**src/hdl/mcwq_pkg.sv**
```systemverilog
// package: types, constants and codes for the wait-queue unit
package mcwq_pkg;

  localparam int NUM_OBJECTS_DEF = 32;
  localparam int QUEUE_DEPTH_DEF = 16;
  localparam int PID_BITS_DEF    = 8;
  localparam int MAX_RESULTS     = 16;

  localparam int CMD_W = 3;
  localparam int ST_W  = 3;
  localparam int IDX_W = 5;
  localparam int PIDF_W = 8;

  typedef enum logic [2:0] {
    CMD_NEW_LOCK  = 3'd0,
    CMD_ACQUIRE   = 3'd1,
    CMD_RELEASE   = 3'd2,
    CMD_NEW_CVAR  = 3'd3,
    CMD_SIGNAL    = 3'd4,
    CMD_BROADCAST = 3'd5,
    CMD_WAIT      = 3'd6,
    CMD_NONE      = 3'd7
  } cmd_t;

  typedef enum logic [2:0] {
    ST_ACQUIRED = 3'd0,
    ST_BLOCKED  = 3'd1,
    ST_FREED    = 3'd2,
    ST_HANDED   = 3'd3,
    ST_CREATED  = 3'd4,
    ST_WOKEN    = 3'd5,
    ST_ERROR    = 3'd6
  } status_t;

  typedef enum logic [1:0] {
    KIND_NONE = 2'd0,
    KIND_LOCK = 2'd1,
    KIND_CVAR = 2'd2
  } kind_t;

  typedef enum logic [2:0] {
    S_IDLE,
    S_READ,
    S_EXEC,
    S_CVREAD,
    S_CVEXEC,
    S_BCAST,
    S_OUT
  } state_t;

  typedef enum logic [2:0] {
    OP_NONE,
    OP_EXEC,
    OP_CVEXEC,
    OP_BCPOP,
    OP_BCDONE
  } op_t;

  // controller to datapath
  typedef struct packed {
    logic load;
    logic rd_lk;
    logic rd_cv;
    op_t  op;
    logic out_set;
  } ctl_t;

  // datapath to controller
  typedef struct packed {
    logic needs_cv;
    logic bc_start;
    logic bc_more;
  } sts_t;

endpackage

```
**src/hdl/mcwq_ctrl.sv**
```systemverilog
// controller state machine for the wait-queue unit
module mcwq_ctrl import mcwq_pkg::*; (
  input  logic clk,
  input  logic rst,
  input  logic in_valid,
  output logic in_stall,
  output logic out_valid,
  input  logic out_stall,
  input  sts_t sts,
  output ctl_t ctl
);

  state_t state, state_next;
  logic   ovalid, ovalid_next;

  always_ff @(posedge clk) begin
    if (rst) begin
      state  <= S_IDLE;
      ovalid <= 1'b0;
    end else begin
      state  <= state_next;
      ovalid <= ovalid_next;
    end
  end

  assign out_valid = ovalid;
  assign in_stall  = (state != S_IDLE);

  always_comb begin
    state_next  = state;
    ovalid_next = ovalid;
    ctl         = '0;
    ctl.op      = OP_NONE;
    if (ovalid && !out_stall) ovalid_next = 1'b0;
    unique case (state)
      S_IDLE: begin
        if (in_valid) begin
          ctl.load   = 1'b1;
          state_next = S_READ;
        end
      end
      S_READ: begin
        ctl.rd_lk  = 1'b1;
        state_next = S_EXEC;
      end
      S_EXEC: begin
        if (sts.needs_cv) begin
          state_next = S_CVREAD;
        end else begin
          ctl.op     = OP_EXEC;
          state_next = S_OUT;
        end
      end
      S_CVREAD: begin
        ctl.rd_cv  = 1'b1;
        state_next = S_CVEXEC;
      end
      S_CVEXEC: begin
        if (sts.bc_start) begin
          state_next = S_BCAST;
        end else begin
          ctl.op     = OP_CVEXEC;
          state_next = S_OUT;
        end
      end
      S_BCAST: begin
        if (!ovalid || !out_stall) begin
          ctl.op      = OP_BCPOP;
          ctl.out_set = 1'b1;
          ovalid_next = 1'b1;
          if (!sts.bc_more) state_next = S_IDLE;
        end
      end
      S_OUT: begin
        if (!ovalid || !out_stall) begin
          ctl.out_set = 1'b1;
          ovalid_next = 1'b1;
          state_next  = S_IDLE;
        end
      end
      default: state_next = S_IDLE;
    endcase
  end

endmodule

```
**config.mk**
```make
export PLATFORM = sky130hd
export DESIGN_NAME = mcwq_ctrl
export DESIGN_NICKNAME = d
export VERILOG_FILES = /design/src/hdl/mcwq_pkg.sv /design/src/hdl/mcwq_ctrl.sv
export SDC_FILE = /design/constraint.sdc
export NUM_CORES = 1
export LEC_CHECK = 0
export BUFFER_PORTS_ARGS = -buffer_cell sky130_fd_sc_hd__buf_4
export CAP_MARGIN = 10
export CELL_PAD_IN_SITES_DETAIL_PLACEMENT = 0
export CELL_PAD_IN_SITES_GLOBAL_PLACEMENT = 2
export CORE_MARGIN = 2
export CORE_UTILIZATION = 22
export DETAILED_ROUTE_END_ITERATION = 8
export GPL_ROUTABILITY_DRIVEN = 0
export PLACE_DENSITY = 0.78
export SYNTH_ARGS = -nofsm -noshare
export SYNTH_HDL_FRONTEND = slang
export SYNTH_SLANG_ARGS = --single-unit
```
**constraint.sdc**
```tcl
create_clock -name clk -period 4.1 [get_ports clk]
set_input_delay 0.205 -clock clk [delete_from_list [all_inputs] [get_ports clk]]
set_output_delay 0.205 -clock clk [all_outputs]
set_load 0.02 [all_outputs]
```
== Word-level counts from Yosys, hierarchy flattened ==
Cells that the tools add are included.

* Reductions and logical operators: 8
* Muxes and demuxes: 20
* Eq/ne operators: 10

{| class="wikitable"
|+ Operators by type and width
! operator !! number
|-
| $pmux 3 s7 || 1
|-
| $mux 3 || 6
|-
| $eq 3x3->1 const B || 3
|-
| $mux 1 || 9
|-
| $pmux 3 s3 || 1
|-
| $ne 2x2->1 const B || 4
|-
| $eq 3x2->1 const B || 2
|-
| $mux 2 || 2
|-
| $reduce_and 4->1 || 1
|-
| $eq 3x1->1 const B || 1
|-
| $logic_not 3->1 || 1
|-
| $reduce_bool 3->1 || 1
|-
| $logic_not 1->1 || 2
|-
| $pmux 1 s2 || 1
|-
| $reduce_or 2->1 || 1
|-
| $logic_and 1x1->1 || 1
|-
| $logic_or 1x1->1 || 1
|}

* Output and inout bits: 9
* Bits in registers: 4
* Word-level logic and storage cells: 40
* Input bits: 7

== Longest topological paths before layout ==
Gate-level depths: netlist (run 1).

* Word-level depth: 5
* Gate-level depth with buffers: 5

== Worst setup path before layout (run 1) ==
No wires, ideal clock.

* Path kind: reg2reg
* Start: reg state[2]
* End: reg state[0]
* Cell stages (with the launch flop): 6
* Data arrival time: 1.448 ns
* Library setup time: 0.121 ns
* Path buffers: 1
* Clock period less this slack: 1.569 ns
* Setup slack: 2.531 ns
* Path through: dfxtp_1 > buf_6 > or3_4 > o22a_1 > o21a_1 > mux2_4

* Longest elaborated chain between the ends: 3

{| class="wikitable"
|+ Ends and longest elaborated chain
! item !! RTL line !! RTL
|-
| start: declaration || mcwq_ctrl.sv:13 || <nowiki>state_t state, state_next;</nowiki>
|-
| start signal: assignment || mcwq_ctrl.sv:21 || <nowiki>state <= state_next;</nowiki>
|-
| $eq 3x3->1 or $logic_not 3->1 (tied branches) || mcwq_ctrl.sv:35 || <nowiki>unique case (state)</nowiki>
|-
| $ne 2x2->1 (no line) || - ||
|-
| $reduce_and 4->1 (no line) || - ||
|}

Parallel ways exist; a longest one is shown, timed or not.
A chain may end at the register's enable or synchronous reset.

==> results of run 1 <==
logic make-up after synthesis:
group	share of synthesized area [%]
compound gates	26.5
mux	4.74
flops	25.3
xor+xnor	2.77
simple gates	28.9
other cells	1.18
buf+inv	10.7
cell type report:
class | count | area [um^2]
timing repair buffer | 14 | 105
sequential | 4 | 80.1
multi-input combinational | 32 | 203
clock buffer | 3 | 22.5
inverter | 3 | 11.3
fill | 157 | 877
tap | 15 | 18.8
cell usage after synthesis:
cell type / count
o22a_1: 3
o21a_1: 1
o21ai_0: 2
clkbuf_1: 1
nand4_1: 1
a2111oi_0: 1
inv_1: 2
o41ai_1: 1
nor3b_1: 2
nor2b_1: 2
xor2_1: 1
a21oi_1: 3
nand2b_1: 2
nand2_1: 4
buf_6: 1
nor2_1: 5
dfxtp_1: 4
inv_2: 1
buf_4: 1
a211oi_1: 1
or3_4: 1
conb_1: 1
mux2_4: 1
worst max-delay path: stages (launching register included):
cell and delay [ns]:
dfxtp_1 0.58, xor2_1 0.23, nand2_1 0.12, a21oi_1 0.14, buf_4 0.16
metrics by stage:
step | setup WS (ns) | utilization [%] | total power [uW] | hold WS, ns
final | 2.44 | 33.4 | 314 | 0.172
after global routing | 2.27 | 33.4 | 346 | 0.163
after CTS | 2.44 | 33.4 | 319 | 0.164
after detailed placement | 2.49 | 31.7 | 270 | 0.409
after global placement | 2.52 | 31.7 | 270 | 0.409
after floorplan | 2.53 | - | 216 | 0.274
power groups by stage:
stage	combinational (uW)	sequential [uW]	clock [uW]
after floorplan	150	66.2	0
after global placement	185	85.4	0
after detailed placement	184	85.6	0
after CTS	185	85.0	49.7
after global routing	202	90.3	53.5
final	183	84.4	47.1
how the worst max path moves through the flow:
stage	from	end	cells after the start
floorplan	state[2]	state[0]	5
global route	state[0]	ctl[0]	4
CTS	state[0]	ctl[0]	4
detailed placement	state[0]	state[0]	4
finish	state[0]	ctl[0]	4
global placement	state[0]	state[0]	4
per-layer routing:
| layer | wire length (um) | vias to the layer above | track usage (%) |
|---|---|---|---|
| li1 | - | 172 | - |
| met1 | 335 | 158 | 11.4 |
| met2 | 339 | 9 | 13.8 |
| met3 | 55 | 2 | 6.96 |
| met4 | 6 | 0 | 1.94 |
| met5 | 0 | - | 0 |
flip-flops by register name (all words and copies together), names as in the netlist:
name and cells:
state 3, out_valid 1
cells in the final DEF, fill, tap and decap left out, types with 2 or more instances in the layout:
cell / count
a21oi_1: 3
buf_4: 14
clkbuf_4: 3
dfxtp_1: 4
inv_1: 2
nand2_1: 4
nand2b_1: 2
nor2_1: 5
nor2b_1: 2
nor3b_1: 2
o21ai_0: 2
o22a_1: 3
==> results.ini, run 1 <==
[routing]
route.detailed.drc=0
dr.first_iter.drc_count=1
wl_um=736
wl_per_cell_um=10.4
viasPerCell=4.80
dr.pass1.iters=4
postRouteAntennaNets=0
via_count=341

[critical_path]
rr_worst_depth=4
critPathKind=register to output pin
crit_path_max_fanout=14
start_kind=register
cp.required_ns=3.89
r2r_end=state[0]
r2r_start=state[0]
crit_path_end_kind=output pin
r2r_slack_ns=2.48
critPathArrivalTime_ns=1.46

[floorplanning]
initial_core_util_pct=24.0
die_y_um=41.9
io_pins=16
die-area_um2=1760
num_rows=13
die_w_um=41.9
core_um2=1320

[sta]
timing.final.crit_share_pct=40.6
grt_setup_unrepaired=no
hold_viol=0
finalMaxSlewViolations=0
clock.fmax_mhz=601
skew_ns=0.00219
setup-violations-final=0
setup_tns_ns=0
min_period_ns=1.66

[clocking]
cts-resized-gates=0
cts_hold_buf=0
cts_root_buffer=clkbuf_4
cts.clk_slew.worst_paths_ns=0.04
h-tree-depth=1
clk-insertion-delay-late_ns=0.23
post_cts_buffers=0
cts_made_buffers=3
cts_buffer_depth=2
clock_sinks=4
cts_tree=done

[placed_design]
dp_cells=68
place_area_um2=418
port_buffers=14

[synth]
synthDominantCellAreaShare_pct=25.3
ys_ff_latch=4
ys_seq_area_share_pct=25.3
synth_cell_types=23
syn-num-nets=49
yosysTopAreaCell=dfxtp_1
yosysWarnings=0
syn_area_per_cell_um2=7.54
netlist_area_um2=317
netlist_instances=42
synth.top_cells.by_area=dfxtp_1, o22a_1, nor2_1

[grt]
grt_pass1_wl_um=1280
grtUsageTotal_pct=9.55
grt_max_degree=15
antenna_found_initial=0
grt_overflow=0
grt_pass1_vias=287

[layout]
n_antenna_cell=0
instances_no_fill=71
layout-drive-gt1-share_pct=35.7
design_area_um2=440
nNetsFinal=65
area.growth.synth_to_final_pct=39.1

[power_and_ir_drop]
p_switching_uw=136
p_int_uw=178
sw_frac_of_total_pct=43.3
powerDensity_nw_per_um2=714
clockPowerShare_pct=15.0
leakage_uw=0.000197
ir_drop_uv=288
seqPwrFrac_pct=26.8
combPwrFrac_pct=58.2

[hold_path]
hold_path.class=input pin to register
min-delay-start=rst
hold_end=out_valid
hold_path_depth=2

[flow_run]
drv_cap=0

[outcome]
status=finished clean

Power figures use the tool's default switching activity.
==> run 2: changes to the inputs <==
--- a/config.mk
+++ b/config.mk
@@ -10,10 +10,10 @@
 export CELL_PAD_IN_SITES_DETAIL_PLACEMENT = 0
 export CELL_PAD_IN_SITES_GLOBAL_PLACEMENT = 2
 export CORE_MARGIN = 2
-export CORE_UTILIZATION = 22
+export CORE_UTILIZATION = 21
 export DETAILED_ROUTE_END_ITERATION = 8
 export GPL_ROUTABILITY_DRIVEN = 0
-export PLACE_DENSITY = 0.78
+export PLACE_DENSITY = 0.75
 export SYNTH_ARGS = -nofsm -noshare
 export SYNTH_HDL_FRONTEND = slang
 export SYNTH_SLANG_ARGS = --single-unit
==> constraint.sdc (replaced) <==
create_clock -name clk -period 1.7 [get_ports clk]
set_input_delay 0.085 -clock clk [delete_from_list [all_inputs] [get_ports clk]]
set_output_delay 0.085 -clock clk [all_outputs]
set_load 0.02 [all_outputs]
==> results.ini, run 2 (same netlist as run 1, synthesis figures left out) <==
[outcome]
status=finished clean

[power_and_ir_drop]
finalPower_uw=793
powerDensity_nw_per_um2=1740
leakage_uw=0.000207
ir_drop_uv=393

[flow_run]
drv_cap=0

[floorplanning]
die_w_um=42.8
die-area_um2=1830
core_um2=1450
num_rows=14
die_y_um=42.8
initial_core_util_pct=21.8
io_pins=16

[layout]
instances_no_fill=74
n_antenna_cell=0
final_common_cell=buf_4
layout-drive-gt1-share_pct=37.9
fillers=174
regArea_um2=80.1
area.growth.synth_to_final_pct=44.3
largest_register_ffs=3
top_register=state
post-route-util_pct=31.4
layout_common_cells=buf_4, nor2_1, nand2_1, dfxtp_1
multiInputGateArea_um2=203
nNetsFinal=67

[hold_path]
hold_path_depth=2
hold_path.class=input pin to register
hold_end=out_valid
min-delay-start=rst

[clocking]
cts_hold_buf=0
post_cts_buffers=0
cts_buffer_depth=2
clock_sinks=4
cts_made_buffers=3
cts-resized-gates=0
cts.clk_slew.worst_paths_ns=0.04
cts_root_buffer=clkbuf_4
cts_tree=done
h-tree-depth=1
clk-insertion-delay-late_ns=0.23

[grt]
grt_max_degree=13
grt_pass1_wl_um=1290
grtUsageTotal_pct=9.25
grt_pass1_vias=329
grt_overflow=0
antenna_found_initial=0

[critical_path]
crit_buf_inv=0
crit_path_end_kind=register
r2r_start=state[1]
crit_path_max_fanout=6
r2r_end=state[0]
crit_path_top_delay_cell=or3_4
rr_worst_depth=4
crit_family=simple AND/OR/NAND/NOR gates
start_kind=register
cp.required_ns=1.82
critical_path.cell_chain=or3_4, o22a_1, o21a_1, mux2_4
critPathKind=register to register
critPathArrivalTime_ns=1.58
slowest_delay_ns=0.36
r2r_slack_ns=0.24

[routing]
via_count=342
dr.first_iter.drc_count=11
dr.pass1.iters=4
viasPerCell=4.62
wl_per_cell_um=10.1
route.detailed.drc=0
wl_um=744
postRouteAntennaNets=0

[placed_design]
pre_cts_ws_ns=0.245
port_buffers=14
dp_cells=71
hpwlAfterDp_um=566

[sta]
finalMaxSlewViolations=0
timing.final.crit_share_pct=86.0
setup_tns_ns=0
min_period_ns=1.46
setup-violations-final=0
clock.fmax_mhz=684
grt_setup_unrepaired=no
hold_viol=0
skew_ns=0.00105
worst_slack_ns=0.239

run 2: through the flow:
stage	instance area [um^2]	hold WS [ns]
floorplan	317	0.154
global placement	434	0.291
detailed placement	434	0.290
CTS	457	0.0441
global route	457	0.0402
finish	457	0.0483
run 2: how the worst max path moves through the flow:
stage                     to  cells past startpoint  slack [ns]     start
finish              state[0]                      4        0.24  state[1]
global route        state[0]                      4        0.17  state[1]
CTS                 state[0]                      4        0.23  state[0]
detailed placement  state[0]                      4        0.24  state[0]
global placement    state[0]                      4        0.27  state[0]
floorplan           state[0]                      5        0.13  state[2]
run 2: area by class of cell:
class	count	share of cell area, %
clock buffer	3	4.93
inverter	3	2.47
multi-input combinational	32	44.4
sequential	4	17.5
tap	16	4.38
timing repair buffer	16	26.3
run 2: metal layers:
layer	global-route usage [%]	vias up	wire (um)
met1	11.3	153	348
met5	0	-	0
met3	2.98	0	40
met4	5.63	0	0
met2	13.9	11	356
li1	-	178	-
run 2: where the power goes:
part	internal, uW	switching, uW
Clock	79.0	38.7
Combinational	249	269
Sequential	127	30.0
